`src/hw/rtl/pdpr_pkg.sv`:
```
// Shared constants and types for the PIN digit permutation remap.
package pdpr_pkg;

    localparam int DEFAULT_NUM_DIGITS = 10;
    localparam int SEED_W             = 32;
    localparam int CHAR_W             = 8;
    localparam int MAPPED_W           = 6;
    // Digits and positions stay below 16 for any supported alphabet size
    localparam int DIGIT_W            = 4;

    localparam logic [CHAR_W-1:0] ASCII_ZERO = 8'h30;
    localparam logic [CHAR_W-1:0] ASCII_NINE = 8'h39;

    typedef struct packed {
        logic               ok;     // character is a digit inside the alphabet
        logic               found;  // digit's position already resolved
        logic [DIGIT_W-1:0] digit;
        logic [DIGIT_W-1:0] pos;
    } tag_t;

endpackage

```
`src/hw/rtl/pdpr_step.sv`:
```
// One unranking step: reciprocal divide stage, then remainder and digit pick stage.
module pdpr_step
    import pdpr_pkg::*;
#(
    parameter int NUM_DIGITS = DEFAULT_NUM_DIGITS,
    parameter int STEP       = 0
)
(
    input  logic                  clk,
    input  logic                  rst_n,
    input  logic                  in_valid,
    output logic                  in_ready,
    input  logic [SEED_W-1:0]     in_v,
    input  logic [NUM_DIGITS-1:0] in_used,
    input  tag_t                  in_tag,
    output logic                  out_valid,
    input  logic                  out_ready,
    output logic [SEED_W-1:0]     out_v,
    output logic [NUM_DIGITS-1:0] out_used,
    output tag_t                  out_tag
);

    localparam int DIVISOR = NUM_DIGITS - STEP;
    localparam int LOG_D   = $clog2(DIVISOR);
    localparam int SHIFT   = SEED_W + LOG_D;
    // ceil(2^SHIFT / DIVISOR): exact quotient for every 32-bit dividend
    localparam logic [63:0] RECIP_FULL =
        ((64'd1 << SHIFT) + 64'(DIVISOR) - 64'd1) / 64'(DIVISOR);
    localparam logic [SEED_W:0] RECIP = RECIP_FULL[SEED_W:0];
    localparam logic [NUM_DIGITS-1:0] ONE = NUM_DIGITS'(1);

    // divide stage
    logic                  valid_a_reg;
    logic [SEED_W-1:0]     v_a_reg;
    logic [SEED_W-1:0]     q_a_reg;
    logic [NUM_DIGITS-1:0] used_a_reg;
    tag_t                  tag_a_reg;
    logic                  ready_a;
    logic [2*SEED_W:0]     prod;
    logic [SEED_W-1:0]     q_next;

    // pick stage
    logic                  valid_b_reg;
    logic [SEED_W-1:0]     v_b_reg;
    logic [NUM_DIGITS-1:0] used_b_reg;
    tag_t                  tag_b_reg;
    logic                  ready_b;
    logic [SEED_W-1:0]     rem_full;
    logic [DIGIT_W-1:0]    rem;
    logic [NUM_DIGITS-1:0] sel;
    logic [NUM_DIGITS-1:0] used_next;
    tag_t                  tag_next;

    assign ready_b  = !valid_b_reg || out_ready;
    assign ready_a  = !valid_a_reg || ready_b;
    assign in_ready = ready_a;

    assign prod   = (2*SEED_W+1)'(in_v) * (2*SEED_W+1)'(RECIP);
    assign q_next = SEED_W'(prod >> SHIFT);

    always_ff @(posedge clk or negedge rst_n)
    begin
        if (!rst_n)
        begin
            valid_a_reg <= 1'b0;
        end
        else if (ready_a)
        begin
            valid_a_reg <= in_valid;
        end
    end

    always_ff @(posedge clk)
    begin
        if (ready_a && in_valid)
        begin
            v_a_reg    <= in_v;
            q_a_reg    <= q_next;
            used_a_reg <= in_used;
            tag_a_reg  <= in_tag;
        end
    end

    assign rem_full = v_a_reg - q_a_reg * SEED_W'(DIVISOR);
    assign rem      = rem_full[DIGIT_W-1:0];

    // the chosen digit is the free one with exactly rem free digits below it
    always_comb
    begin
        for (int j = 0; j < NUM_DIGITS; j++)
        begin
            sel[j] = !used_a_reg[j] &&
                     ($countones(~used_a_reg & ((ONE << j) - ONE)) == int'(rem));
        end
    end

    always_comb
    begin
        used_next = used_a_reg | sel;
        tag_next  = tag_a_reg;
        for (int j = 0; j < NUM_DIGITS; j++)
        begin
            if (sel[j] && tag_a_reg.ok && !tag_a_reg.found &&
                (tag_a_reg.digit == DIGIT_W'(j)))
            begin
                tag_next.found = 1'b1;
                tag_next.pos   = DIGIT_W'(STEP);
            end
        end
    end

    always_ff @(posedge clk or negedge rst_n)
    begin
        if (!rst_n)
        begin
            valid_b_reg <= 1'b0;
        end
        else if (ready_b)
        begin
            valid_b_reg <= valid_a_reg;
        end
    end

    always_ff @(posedge clk)
    begin
        if (ready_b && valid_a_reg)
        begin
            v_b_reg    <= q_a_reg;
            used_b_reg <= used_next;
            tag_b_reg  <= tag_next;
        end
    end

    assign out_valid = valid_b_reg;
    assign out_v     = v_b_reg;
    assign out_used  = used_b_reg;
    assign out_tag   = tag_b_reg;

    // reciprocal quotient must leave a remainder below the divisor
    a_rem_in_range: assert property (@(posedge clk) disable iff (!rst_n)
        valid_a_reg |-> (rem_full < SEED_W'(DIVISOR)))
        else $error("remainder out of range");

    // exactly one new digit taken per step
    a_used_count: assert property (@(posedge clk) disable iff (!rst_n)
        valid_b_reg |-> ($countones(used_b_reg) == STEP + 1))
        else $error("used mask count wrong");

    // a stalled pick stage keeps its item
    a_stall_hold: assert property (@(posedge clk) disable iff (!rst_n)
        (valid_b_reg && !out_ready) |=> (valid_b_reg && $stable(used_b_reg) &&
                                         $stable(tag_b_reg)))
        else $error("pick stage lost item under stall");

endmodule

```
`config.mk`:
```
export PLATFORM = sky130hd
export DESIGN_NAME = pdpr_step
export DESIGN_NICKNAME = d
export VERILOG_FILES = /design/src/hw/rtl/pdpr_pkg.sv /design/src/hw/rtl/pdpr_step.sv
export SDC_FILE = /design/constraint.sdc
export NUM_CORES = 1
export LEC_CHECK = 0
export BUFFER_PORTS_ARGS = -buffer_cell sky130_fd_sc_hd__buf_2
export CAP_MARGIN = 40
export CORE_MARGIN = 1
export CORE_UTILIZATION = 65
export DETAILED_ROUTE_END_ITERATION = 10
export HOLD_SLACK_MARGIN = 0.03
export PLACE_DENSITY = 0.91
export SETUP_SLACK_MARGIN = 0.15
export SLEW_MARGIN = 20
export SYNTH_ARGS = -nofsm -noshare
export SYNTH_HDL_FRONTEND = slang
export SYNTH_SLANG_ARGS = --single-unit
export TNS_END_PERCENT = 5
```
`constraint.sdc`:
```
create_clock -name clk -period 8.3 [get_ports clk]
set_clock_uncertainty 0.1 [all_clocks]
set_input_delay 0.83 -clock clk [delete_from_list [all_inputs] [get_ports clk]]
set_output_delay 0.83 -clock clk [all_outputs]
set_load 0.005 [all_outputs]
```
======== Word level (Yosys, flattened, before mapping) ========
Cells that the tools add are included.
storage, ports and cells
  bits in registers ....................... 104
  logic and storage cells ................. 111
cells by class
  add/subtract/negate cells ............... 14
  $mul .................................... 2
  equality and inequality tests ........... 18
  bitwise gates (word level) .............. 2
  reductions and logical operators ........ 60
operators with widths
  cell                                                  number
  == test 32 x 5 -> 1 bit                               7
  adder 32 x 1 -> 32 bit                                3
  adder 32 bit                                          2
  multiplier 32 x 32 -> 64 bit (second input constant)  1
  logical AND 1 bit                                     42
  logical NOT 32 bit                                    1
  multiplier 29 x 3 -> 3 bit (second input constant)    1
  == test 4 x 3 -> 1 bit (second input constant)        4
  logical NOT 1 bit                                     13
  OR 10 bit                                             1
  OR reduction 10 bit                                   1
  NOT 9 bit                                             1
  adder 1 x 1 -> 2 bit                                  4
  == test 4 x 2 -> 1 bit (second input constant)        2
  == test 4 bit (second input constant)                 2
  adder 2 x 2 -> 3 bit                                  2
  adder 4 x 1 -> 5 bit                                  1
  == test 5 x 4 -> 1 bit                                1
  adder 3 x 3 -> 4 bit                                  1
  == test 2 x 4 -> 1 bit                                1
  == test 4 x 1 -> 1 bit (second input constant)        1
  logical NOT 4 bit                                     1
  subtractor 4 bit                                      1
  logical OR 1 bit                                      2

======== Longest topological paths before layout ========
  word-level depth ........................ 11
  depth in mapped cells ................... 26

======== Least setup slack after synthesis ========
No wires, ideal clock.
  kind .................................... input-to-reg
  start point ............................. in in_v[10]
  end point ............................... reg q_a_reg[28], data pin
  arrival time ............................ 7.178 ns
  data required time ...................... 7.941 ns
  path slack .............................. 0.763 ns
  stages .................................. 25
  buffers on the path ..................... 1
  cells stage by stage .................... ha_1 > clkbuf_1 > xor2_1 > ha_1 > a21o_1 > fa_1 > inv_1 > fa_1 > inv_1 > fa_1 > fa_1 > fa_1 > inv_1 > fa_1 > inv_1 > ha_1 > nand4_2 > or4_4 > a211o_1 > a31oi_1 > o31ai_1 > nand2_2 > a211oi_2 > o21a_1 > a211o_1
between the ends
  word-level cells in the longest chain between the ends .. 1
RTL lines
  what                          line             RTL
  from (decl)                   pdpr_step.sv:13  input logic [SEED_W-1:0] in_v,
  multiplier 32 x 32 -> 64 bit  pdpr_step.sv:58  assign prod = (2*SEED_W+1)'(in_v) * (2*SEED_W+1)'(RECIP);
  named net prod[64]            pdpr_step.sv:39  logic [2*SEED_W:0] prod;
  to (signal assigned)          pdpr_step.sv:78  q_a_reg <= q_next;
  to (decl)                     pdpr_step.sv:35  logic [SEED_W-1:0] q_a_reg;
The timed path passes the listed nets, and every way through them passes these cells.
A chain may end at the register's enable or synchronous reset.

======== Worst setup path in the final report ========
  start point ............................. in in_v[2]
  end point ............................... reg q_a_reg[28], data pin
The elaborated chain is that of the path after synthesis.

==> flow_metrics.env <==
export IMPL_status="complete, no violations"
export IMPL_nFillCells=2233
export IMPL_ys_types=65
export IMPL_cts_made_buffers=9
export IMPL_final_cells=2621
export IMPL_cts_tree="yes"
export IMPL_post_drt_via_cell_ratio=5.697
export IMPL_firstDrtPassIters=5
export IMPL_cts_resized=0
export IMPL_wire_per_inst_um=22.19
export IMPL_grt_max_degree=54
export IMPL_die_area_um2=33550
export IMPL_tightest_slew_ns=0.7061
export IMPL_critPathArrivalTime_ns=7.95
export IMPL_grt_pass1_vias=16318
export IMPL_hold_buffers=0
export IMPL_final_cell_mix="inv_1 (644), fa_1 (395), ha_1 (360), buf_2 (106), edfxtp_1 (102)"
export IMPL_timing_fmax_mhz=125.7
export IMPL_period_share_pct=95.82
export IMPL_area_growth_pct=8.124
export IMPL_antenna_found_initial=0
export IMPL_num_antenna_cells=0
export IMPL_synthesis_area_um2=21330
export IMPL_synth_seq_cells=104
export IMPL_synth_seq_area_share_pct=14.59
export IMPL_synth_top_area_share_pct=37.07
export IMPL_grt_total_usage_pct=36.86
export IMPL_finalMaxSlewViolations=0
export IMPL_drtIter0Drc=1169
export IMPL_drive_above_1_share_pct=9.195
export IMPL_gp_congestion=1.024
export IMPL_multi_input_area_um2=15740
export IMPL_std_cell_rows=65
export IMPL_yosys_area_top_type="fa_1"
export IMPL_synth_top_flop_cell="edfxtp_1"
export IMPL_drc=0
export IMPL_seq_area_um2=3113
export IMPL_grt_ovfl_total=0
export IMPL_grt_pass1_wl_um=90700
export IMPL_yosysWarningCount=0
export IMPL_synth_edf_count=102
export IMPL_clk_path_buf_depth=2
export IMPL_synthCells=2028
export IMPL_core_um2=31880
export IMPL_final_common_cell="inv_1"
export IMPL_dp_cells=2605
export IMPL_clk_latency_ns=0.35
export IMPL_dpl_hpwl_um=52090
export IMPL_reg2regPathDepth=17
export IMPL_setup_viol=0
export IMPL_required_ns=8.30
export IMPL_tns_ns=0
export IMPL_yosys_top_cells_area="fa_1 (37%), ha_1 (21%), edfxtp_1 (14%)"
export IMPL_place_port_buffers=106
export IMPL_num_vias=14932
export IMPL_path_class="in2reg"
export IMPL_antenna_left=0
export IMPL_die_w_um=183.2
export IMPL_hold_viol=0
export IMPL_clkTransAtPathRegs_ns=0.07
export IMPL_ctsHtreeMaxLevel=3
export IMPL_syn_area_per_cell_um2=10.52
export IMPL_die_y_um=183.2
export IMPL_ios=110
export IMPL_drv_cap=0
export IMPL_synthArstFlopShare_pct=1.923
export IMPL_clockRootBuffer="clkbuf_16"
export IMPL_critPathLaunchType="input pin"
export IMPL_start_util_pct=66.91
export IMPL_wirelength_um=58160
export IMPL_layout_nets=2992
export IMPL_numClockSinks=104
export IMPL_crit_fanout=8
export IMPL_fin_crit_ns=7.953
export IMPL_rsz0062_at_grt="true"
export IMPL_post_cts_setup_buffers=0
export IMPL_slew_headroom_pct=52.92
export IMPL_hold_class="in2async"
export IMPL_end_kind="register"
path summary, 6_finish.rpt:
path / slack (ns) / from / end
worst min-delay path: 0.15 / rst_n / out_valid
worst max register to register: 3.24 / used_a_reg[0] / out_tag[1]
min in group clk: 0.32 / q_a_reg[9] / out_v[9]
max in group asynchronous: 7.85 / rst_n / valid_a_reg
worst max-delay path: 0.35 / in_v[2] / q_a_reg[28]
worst min register to register: 0.32 / q_a_reg[9] / out_v[9]
cell type report:
| type | instances | area share, % |
|---|---|---|
| Multi-Input combinational cell | 1262 | 68.26 |
| Sequential cell | 104 | 13.50 |
| Inverter | 644 | 10.48 |
| Timing Repair Buffer | 160 | 4.145 |
| Tap cell | 435 | 2.360 |
| Clock buffer | 9 | 0.9765 |
| Clock inverter | 7 | 0.2821 |
Yosys cell counts (3+ instances only):
cell,number
a2111oi_0,3
o21a_1,7
a211o_1,3
ha_1,360
a211oi_1,4
nand4_1,11
a31oi_1,4
nor3_1,13
and3_1,9
o21ai_0,33
o21bai_1,9
xor2_1,59
fa_1,395
o21ai_1,5
edfxtp_1,102
a21oi_1,68
a21boi_0,3
xnor2_1,46
a21o_1,24
buf_2,3
buf_4,3
or3_1,3
a211oi_2,3
nor2_1,30
o211ai_1,11
or2_2,3
inv_1,644
nand2b_1,7
and2_1,18
o31ai_1,6
nand3_1,15
nand2_1,62
nor2b_1,6
clkbuf_1,14
per-stage QoR:
| stage | hold WS (ns) | worst slack [ns] | cell area [µm²] | utilization [%] |
|---|---|---|---|---|
| 4_1_cts | 0.1451 | 0.3606 | 23040 | 72.28 |
| 5_1_grt | 0.1397 | 0.1360 | 23060 | 72.35 |
| 3_5_place_dp | 0.3045 | 0.03195 | 22750 | 71.37 |
| 2_1_floorplan | 0.3003 | 0.7628 | 21340 | - |
| 6_report | 0.1533 | 0.3473 | 23060 | 72.35 |
| 3_3_place_gp | 0.3048 | 0.2500 | 22720 | 71.28 |
worst max-delay path, cell delays in order:
cell and delay, ns:
buf_2 0.19, ha_1 0.43, xor2_1 0.24, ha_1 0.31, fa_1 0.52, fa_1 0.57
fa_1 0.56, fa_1 0.53, fa_1 0.57, inv_1 0.07, fa_1 0.53, inv_1 0.05
ha_1 0.40, nand4_2 0.12, or4_4 0.51, a211o_1 0.28, a31oi_1 0.23, o31ai_1 0.12
buf_4 0.17, nand2_2 0.12, a211oi_2 0.12, o21a_1 0.21, a211o_1 0.26
metal layers:
metal  up-vias  track usage, %  part of all wire [%]
li1       6571               -                     -
met3       171           5.500                   6.9
met2       693           61.81                    49
met1      7497           46.69                    38
met4         0           19.00                   6.0
met5         -               0                     0
cell families (layout without fill, tap and decap cells):
group                    count (synthesis)  count (layout)  share of synthesized area, %
AND/OR/NAND/NOR                        192             192                         4.587
buffers and inverters                  664             820                         11.75
flip-flops                             104             104                         14.59
AO/OA/AOI/OAI                          202             202                         6.112
XOR/XNOR                               110             110                         4.751
other                                    1               3                       0.01758
adder cells (fa/ha/maj)                755             755                         58.19
Power is left out: the tool's default activity adds up to more than one toggle a clock period on the data nets, which glitch-free logic cannot reach.
