--- src/hw/rtl/pdpr_pkg.sv ---
// Shared constants and types for the PIN digit permutation remap.
package pdpr_pkg;

    localparam int DEFAULT_NUM_DIGITS = 10;
    localparam int SEED_W             = 32;
    localparam int CHAR_W             = 8;
    localparam int MAPPED_W           = 6;
    // Digits and positions stay below 16 for any supported alphabet size
    localparam int DIGIT_W            = 4;

    localparam logic [CHAR_W-1:0] ASCII_ZERO = 8'h30;
    localparam logic [CHAR_W-1:0] ASCII_NINE = 8'h39;

    typedef struct packed {
        logic               ok;     // character is a digit inside the alphabet
        logic               found;  // digit's position already resolved
        logic [DIGIT_W-1:0] digit;
        logic [DIGIT_W-1:0] pos;
    } tag_t;

endpackage

--- src/hw/rtl/pdpr_decode.sv ---
// Input stage: classifies the PIN character and loads the seed into the pipe.
module pdpr_decode
    import pdpr_pkg::*;
#(
    parameter int NUM_DIGITS = DEFAULT_NUM_DIGITS
)
(
    input  logic                  clk,
    input  logic                  rst_n,
    input  logic                  in_valid,
    output logic                  in_ready,
    input  logic [CHAR_W-1:0]     pin_char,
    input  logic [SEED_W-1:0]     seed,
    output logic                  out_valid,
    input  logic                  out_ready,
    output logic [SEED_W-1:0]     out_v,
    output logic [NUM_DIGITS-1:0] out_used,
    output tag_t                  out_tag
);

    logic                  valid_reg;
    logic [SEED_W-1:0]     v_reg;
    tag_t                  tag_reg;
    tag_t                  tag_next;
    logic [CHAR_W-1:0]     offset;
    logic                  load;

    assign in_ready = !valid_reg || out_ready;
    assign load     = in_valid && in_ready;
    assign offset   = pin_char - ASCII_ZERO;

    always_comb
    begin
        tag_next.ok    = (pin_char >= ASCII_ZERO) && (pin_char <= ASCII_NINE) &&
                         (offset < CHAR_W'(NUM_DIGITS));
        tag_next.found = 1'b0;
        tag_next.digit = offset[DIGIT_W-1:0];
        tag_next.pos   = '0;
    end

    always_ff @(posedge clk or negedge rst_n)
    begin
        if (!rst_n)
        begin
            valid_reg <= 1'b0;
        end
        else if (in_ready)
        begin
            valid_reg <= in_valid;
        end
    end

    always_ff @(posedge clk)
    begin
        if (load)
        begin
            v_reg   <= seed;
            tag_reg <= tag_next;
        end
    end

    assign out_valid = valid_reg;
    assign out_v     = v_reg;
    assign out_used  = '0;
    assign out_tag   = tag_reg;

endmodule

--- config.mk ---
export PLATFORM = sky130hd
export DESIGN_NAME = pdpr_decode
export DESIGN_NICKNAME = d
export VERILOG_FILES = /design/src/hw/rtl/pdpr_pkg.sv /design/src/hw/rtl/pdpr_decode.sv
export SDC_FILE = /design/constraint.sdc
export NUM_CORES = 1
export LEC_CHECK = 0
export BUFFER_PORTS_ARGS = -buffer_cell sky130_fd_sc_hd__buf_2
export CORE_AREA = 2 2 64 66
export CTS_CLUSTER_SIZE = 24
export DETAILED_ROUTE_END_ITERATION = 10
export DIE_AREA = 0 0 66 68
export GPL_ROUTABILITY_DRIVEN = 0
export PLACE_DENSITY = 0.67
export SYNTH_ARGS = -nofsm -noshare
export SYNTH_HDL_FRONTEND = slang
export SYNTH_SLANG_ARGS = --single-unit
--- constraint.sdc ---
create_clock -name clk -period 2.1 [get_ports clk]
set_input_delay 0.105 -clock clk [delete_from_list [all_inputs] [get_ports clk]]
set_output_delay 0.105 -clock clk [all_outputs]
set_load 0.005 [all_outputs]
## Yosys cells after proc, flatten, opt, wreduce, memory -nomap -nowiden

Cells that the tools add are included.

- $add $sub $neg: 1
- Reduce and logical (&&, ||, !) cells: 5
- Order comparisons: 3

Operators with widths:

| kind | count |
|---|---|
| 8-bit by 6-bit >= comparator with 1-bit output (second input constant) | 1 |
| 8-bit by 6-bit <= comparator with 1-bit output (second input constant) | 1 |
| 8-bit by 4-bit < comparator with 1-bit output (second input constant) | 1 |
| 8-bit by 6-bit subtractor with 8-bit output (second input constant) | 1 |
| 1-bit logical AND | 3 |
| 1-bit logical NOT | 1 |
| 1-bit logical OR | 1 |

- Bits of input ports: 44
- Word-level logic and storage cells: 13
- Output and inout bits: 54
- Register bits after elaboration: 38

## Longest topological paths before layout

Gate-level depths: netlist of the first run.

- Depth after elaboration: 3
- Gate-level depth with buffers: 2
- Mapped depth without buffers: 2

## Worst setup path before layout of the first run

Ideal clock, no wire load.

- Path type: register -> register
- Start: register valid_reg, in the netlist out_valid
- End: register tag_reg (netlist bit out_tag[4]), enable pin
- Data required time: 1.702 ns
- Buffers on the path: 0
- Library setup time: 0.398 ns
- Period minus slack after synthesis: 1.820 ns
- Arrival time: 1.422 ns
- Slack: 0.280 ns
- Stages on the path, launching flop included: 3
- Cells stage by stage: dfrtp_1 nand2b_1 and2_1

- Word-level cells in the longest chain between the ends: 3

Ends and longest elaborated chain:

| item | RTL line | source |
|---|---|---|
| start, declared | pdpr_decode.sv:21 | `logic valid_reg;` |
| start signal, assigned | pdpr_decode.sv:49 | `valid_reg <= in_valid;` |
| 1-bit logical NOT | pdpr_decode.sv:28 | `assign in_ready = !valid_reg \|\| out_ready;` |
| 1-bit logical OR | pdpr_decode.sv:28 |  |
| net in_ready | pdpr_decode.sv:11 | `output logic in_ready,` |
| 1-bit logical AND | pdpr_decode.sv:29 | `assign load = in_valid && in_ready;` |
| net load | pdpr_decode.sv:26 | `logic load;` |
| end signal, assigned | pdpr_decode.sv:58 | `tag_reg <= tag_next;` |
| end, declared | pdpr_decode.sv:23 | `tag_t tag_reg;` |

The timed path passes the listed nets, and every way through them passes these cells.
A chain may end at the register's enable or synchronous reset.

## Worst setup path after layout of the first run

- Start: register valid_reg, in the netlist out_valid
- End: register tag_reg (netlist bit out_tag[7]), enable pin

- Word-level cells in the longest chain between the ends: 3

Ends and longest elaborated chain:

| item | RTL line |
|---|---|
| 1-bit logical NOT | pdpr_decode.sv:28 |
| 1-bit logical OR | pdpr_decode.sv:28 |
| 1-bit logical AND | pdpr_decode.sv:29 |
| net load | pdpr_decode.sv:26 |

The timed path passes the listed nets, and every way through them passes these cells.

==> impl_metrics.tcl, run 1 <==
set metrics [dict create \
    end_kind "flip-flop" \
    r2r_start "out_valid$_DFFE_PN0N_" \
    finalNetCount 229 \
    initial_core_util_pct 33.6 \
    fin_area_mm2 0.00222 \
    drt_iter0_drc 10 \
    arrival_ns 1.20 \
    crit_type "reg -> reg" \
    grt_max_degree 20 \
    core_mm2 0.00386 \
    first_pass_iters 3 \
    avgSynthCellArea_um2 21.6 \
    hp-start "pin_char[2]" \
    wl_mm 2.87 \
    cts_resized 0 \
    clockBufferDepth 2 \
    ir_worst_vdd_mv 0.452 \
    synth_enable_flop_cells 37 \
    hpwlAfterDp_mm 1.96 \
    ys_warn_count 0 \
    fin_worst_skew_ns 0.00936 \
    ant_nets 0 \
    synth.largest_area_cell "edfxtp_1" \
    synth_seq_cells 38 \
    ys.flop_type "edfxtp_1" \
    num_vias 937 \
    clk_pin_slew_ns 0.07 \
    crit_path_start_kind "flip-flop" \
    max_freq_mhz 812 \
    grtUsageTotal_pct 12.4 \
    drc_errors 0 \
    period_needed_ns 1.23 \
    hold_viol 0 \
    holdPathEnd "out_tag[6]$_DFFE_PP_" \
    async_flop_share_pct 2.63 \
    leakage_nw 0.978 \
    clock_latency_ns 0.28 \
    wl_per_cell_um 12.2 \
    r2r-end "out_tag[7]$_DFFE_PP_" \
    fin_setup_tns_ns 0 \
    status "completed" \
    die_y_um 68 \
    ctsHoldBuffers 24 \
    post_cts_buffers 0 \
    crit_fanout 18 \
    r2r.worst_path.cells 3 \
    synth_area_leaders "edfxtp_1 86%, buf_4 8.7%, dfrtp_1 1.9%" \
    core.rowCount 23 \
    antenna_found_initial 0 \
    holdCritPathClass "in -> reg" \
    yosysSeqAreaShare_pct 87.7 \
    crit_required_ns 2.07 \
    placement.io_buffers 82 \
    synth.top_cell.area_share_pct 85.8 \
    cts_tree "yes" \
    cts_root_buf "clkbuf_8" \
    reg2reg_slack_ns 0.87 \
    min_path_cells 1 \
    netlist_instances 60 \
    synth_commonest_cells "37 x edfxtp_1, 15 x buf_4, 2 x and2_1, 2 x nand2b_1" \
    cts_sinks 38 \
    syn-cell-area_mm2 0.00129 \
    finalPower_mw 1.80 \
    period_share_pct 58.7 \
    fp.dieW_um 66 \
    num_io_pins 98 \
    cts_buffers 5 \
    setup_viol 0 \
    p_per_area_mw_per_mm2 812 \
    final_layout_size_suffix_gt1_share_pct 50.0 \
    synth.most_common_cell "edfxtp_1" \
    grt_overflow 0 \
    grt_pass1_wl_mm 3.90 \
    syn_to_final_growth_pct 71.1 \
    viasPerCell 3.97 \
    synth_cell_types 8 \
    antenna_cells 0 \
    cap_viol_max_count 0 \
    placed_cell_area_mm2 0.00172 \
    grt_pass1_vias 944 \
    drv_slew 0 \
    die_area_mm2 0.00449 \
    rsz0062_at_grt "no" \
    h-tree-depth 2 \
]
[stage by stage]
step	hold slack, ns	cells	setup WS, ns	util, %
global route	0.000225	236	0.786	57.5
finish	0.0122	236	0.868	57.5
detailed placement	-0.119	193	0.896	44.7
floorplan	-0.191	74	0.280	-
CTS	0.00131	225	0.873	54.6
global placement	-0.120	193	0.934	44.7
[area by class of cell]
cell class,instances,area (um2)
multi-input cells,21,98.8
clock inverters,2,60.1
clock buffers,6,82.6
repair buffers,119,776
flip-flops and latches,38,1140
well taps,50,62.6
fillers,314,1640
[kinds of logic after synthesis]
family	after synthesis	synth area share, %
buffers and inverters	15	8.70
other	1	0.290
flip-flops	38	87.7
AND/OR/NAND/NOR	5	2.90
AO/OA/AOI/OAI	1	0.386
[critical path: stages (launching register included)]
cell	delay, ns
dfrtp_1	0.39
nand2b_1	0.12
and2_1	0.15
buf_4	0.25
[per-layer routing]
metal  global-route usage [%]  up-vias  share of wire (%)
met5                        0        -                  0
met4                     6.12        0               0.77
met3                     8.39        2                 14
met2                     21.1       67                 49
met1                     11.3      430                 36
li1                         -      438                  -
[worst max path at each step]
stage | start | end | cells past startpoint
floorplan | out_valid$_DFFE_PN0N_ | out_tag[4]$_DFFE_PP_ | 2
global placement | out_valid$_DFFE_PN0N_ | out_v[18]$_DFFE_PP_ | 3
detailed placement | out_valid$_DFFE_PN0N_ | out_v[18]$_DFFE_PP_ | 3
CTS | out_valid$_DFFE_PN0N_ | out_v[17]$_DFFE_PP_ | 3
global route | out_valid$_DFFE_PN0N_ | out_v[18]$_DFFE_PP_ | 3
finish | out_valid$_DFFE_PN0N_ | out_tag[7]$_DFFE_PP_ | 3
[flip-flops by register name, summed over array words and instances (netlist names)]
signal and cells:
out_valid 1, out_tag 5, out_v 32
[report_power, final]
| group | internal [mW] | switching [mW] |
|---|---|---|
| Sequential | 0.881 | 0.00914 |
| Combinational | 0.101 | 0.0675 |
| Clock | 0.506 | 0.234 |
| Total | 1.49 | 0.310 |
[layout by cell type, fill, tap and decap left out]
| cell type | Yosys | routed |
|---|---|---|
| buf_2 | 0 | 82 |
| and4bb_2 | 1 | 1 |
| dfrtp_1 | 1 | 1 |
| buf_4 | 15 | 2 |
| clkbuf_8 | 0 | 6 |
| conb_1 | 1 | 15 |
| and2_1 | 2 | 2 |
| nand2b_1 | 2 | 2 |
| edfxtp_1 | 37 | 37 |
| o21ai_0 | 1 | 1 |
| bufinv_16 | 0 | 2 |
| dlygate4sd3_1 | 0 | 35 |
(Power assumes the default switching activity.)
==> inputs of run 2 (changes only) <==
--- a/config.mk
+++ b/config.mk
@@ -5,13 +5,14 @@
 export SDC_FILE = /design/constraint.sdc
 export NUM_CORES = 1
 export LEC_CHECK = 0
+export ABC_AREA = 1
 export BUFFER_PORTS_ARGS = -buffer_cell sky130_fd_sc_hd__buf_2
-export CORE_AREA = 2 2 64 66
+export CORE_AREA = 2 2 65 67
 export CTS_CLUSTER_SIZE = 24
 export DETAILED_ROUTE_END_ITERATION = 10
-export DIE_AREA = 0 0 66 68
+export DIE_AREA = 0 0 67 69
 export GPL_ROUTABILITY_DRIVEN = 0
-export PLACE_DENSITY = 0.67
+export PLACE_DENSITY = 0.68
 export SYNTH_ARGS = -nofsm -noshare
 export SYNTH_HDL_FRONTEND = slang
 export SYNTH_SLANG_ARGS = --single-unit
==> constraint.sdc (replaced) <==
create_clock -name clk -period 1 [get_ports clk]
set_input_delay 0.05 -clock clk [delete_from_list [all_inputs] [get_ports clk]]
set_output_delay 0.05 -clock clk [all_outputs]
set_load 0.005 [all_outputs]
==> impl_metrics.tcl, run 2 <==
set metrics [dict create \
    synth_top_family_by_area "buffers and inverters" \
    period_needed_ns 1.11 \
    final_common_cell "buf_2" \
    use_met2_pct 25.6 \
    clock_latency_ns 0.29 \
    die_y_um 69 \
    crit_required_ns 1.00 \
    syn_to_final_growth_pct 73.8 \
    core_mm2 0.00391 \
    final_layout_size_suffix_gt1_share_pct 48.5 \
    regArea_mm2 0.00114 \
    cts_tree "yes" \
    drt_iter0_drc 53 \
    synth_compound_area_share_pct 0.384 \
    grtUsageTotal_pct 15.0 \
    synth-simple-area-share_pct 2.31 \
    grt_pass1_wl_mm 4.84 \
    avgSynthCellArea_um2 19.4 \
    end_kind "flip-flop" \
    num_vias 987 \
    antenna_cells 0 \
    synth_enable_flop_cells 37 \
    largest_reg_flops 32 \
    use_met1_pct 14.5 \
    fin_setup_tns_ns -3.99 \
    netlist_instances 67 \
    arrival_ns 1.11 \
    syn-cell-area_mm2 0.00130 \
    cp_cell_sequence "a21oi_4 > buf_8" \
    ant_nets 0 \
    layout_common_cells "82 x buf_2, 38 x dlygate4sd3_1, 37 x edfxtp_1, 15 x conb_1, 5 x clkbuf_8" \
    synth.most_common_cell "edfxtp_1" \
    hpwlAfterDp_mm 2.15 \
    die_area_mm2 0.00462 \
    busiest_layer "met2" \
    ys_warn_count 0 \
    cap_viol_max_count 0 \
    setup_slack_ns -0.110 \
    cp_slowest_cell "dfrtp_1" \
    viasPerCell 3.98 \
    ys.flop_type "edfxtp_1" \
    status "finished with violations" \
    cts_root_buf "clkbuf_8" \
    critPathMaxStageDelay_ns 0.41 \
    synth-xor-area-share_pct 0 \
    cts_sinks 38 \
    h-tree-depth 2 \
    drc_errors 0 \
    stdcell_count 248 \
    synth_cell_types 8 \
    muxShareOfSynthArea_pct 0 \
    hold_slack_ns 0.0625 \
    grt_max_degree 15 \
    crit_type "reg -> reg" \
    grt_overflow 0 \
    num_io_pins 98 \
    first_pass_iters 4 \
    holdCritPathClass "in -> reg" \
    multi_input_area_um2 105 \
    max_freq_mhz 901 \
    fin_worst_skew_ns 0.00276 \
    period_share_pct 111 \
    place_ws_ns -0.120 \
    violations "setup timing" \
    grt_pass1_vias 1048 \
    yosysSeqAreaShare_pct 87.2 \
    leakage_nw 1.02 \
    placedCellCount 201 \
    synth.top_cell.area_share_pct 85.3 \
    finalPower_mw 3.52 \
    ir_worst_vdd_mv 0.603 \
    clockBufferDepth 2 \
    fin_area_mm2 0.00226 \
    synth_commonest_cells "37 x edfxtp_1, 15 x buf_4, 4 x inv_1, 4 x nand2_1, 4 x nor2_1" \
    hold_viol 0 \
    placement.io_buffers 82 \
    synth_area_leaders "edfxtp_1 85%, buf_4 8.6%, dfrtp_1 1.9%" \
    initial_core_util_pct 33.3 \
    use_met3_pct 6.20 \
    core.rowCount 23 \
    crit_path_start_kind "flip-flop" \
    final_util_pct 57.8 \
    cts_buffers 5 \
    p_per_area_mw_per_mm2 1550 \
    finalNetCount 241 \
    drv_slew 0 \
    rsz0062_at_grt "yes" \
    synth_fa_ha_area_share_pct 0 \
    synth.largest_area_cell "edfxtp_1" \
    async_flop_share_pct 2.63 \
    crit_fanout 14 \
    wl_per_cell_um 13.2 \
    clk_pin_slew_ns 0.07 \
    antenna_found_initial 0 \
    setup_viol 39 \
    synth_seq_cells 38 \
    placed_cell_area_mm2 0.00177 \
    wl_mm 3.27 \
    fp.dieW_um 67 \
    fillers 329 \
]
-- run 2: cell type report --
cell class	instances	area share (%)
inverters	4	0.663
clock inverters	3	1.77
clock buffers	5	3.04
flip-flops and latches	38	50.2
well taps	50	2.76
multi-input cells	24	4.64
repair buffers	124	36.9
-- run 2: critical path, delay by kind of cell, from the launching register on --
family / cells / cell delay (ns)
DFF: 1 / 0.41
AOI/OAI and AO/OA: 1 / 0.22
buffers and inverters: 1 / 0.19
-- run 2: cells by family (layout without fill, tap and decap cells) --
logic type | Yosys count | count (layout)
compound gates | 1 | 1
buf+inv | 19 | 136
flops | 38 | 38
other cells | 1 | 15
simple gates | 8 | 8
-- run 2: power breakdown --
part,internal (mW),total (mW),switching [mW]
Clock,0.733,1.25,0.514
Combinational,0.236,0.396,0.160
Sequential,1.85,1.87,0.0225
-- run 2: metal layers --
layer	part of all wire, %	vias to the layer above
li1	-	464
met1	34	442
met2	50	72
met3	13	9
met4	2.8	0
met5	0	-
-- run 2: path summary, 6_finish.rpt --
path | cells past startpoint | endpoint | startpoint | slack [ns]
setup / recovery | 2 | out_tag[6]$_DFFE_PP_ | out_valid$_DFFE_PN0N_ | -0.11
hold / removal | 4 | out_valid$_DFFE_PN0N_ | out_ready | 0.06
setup reg to reg | 2 | out_tag[6]$_DFFE_PP_ | out_valid$_DFFE_PN0N_ | -0.11
hold reg to reg | 3 | out_valid$_DFFE_PN0N_ | out_valid$_DFFE_PN0N_ | 0.65
max in group asynchronous | 2 | out_valid$_DFFE_PN0N_ | rst_n | 0.85
min in group asynchronous | 2 | out_valid$_DFFE_PN0N_ | rst_n | 0.07
-- run 2: what timing repair did --
item	CTS	global route
pin swaps	0	1
hold buffers	38	0
gates cloned	1	0
endpoints found under the hold margin	38	0
setup endpoints to repair	39	39
resized for setup	2	4
buffers inserted	3	0
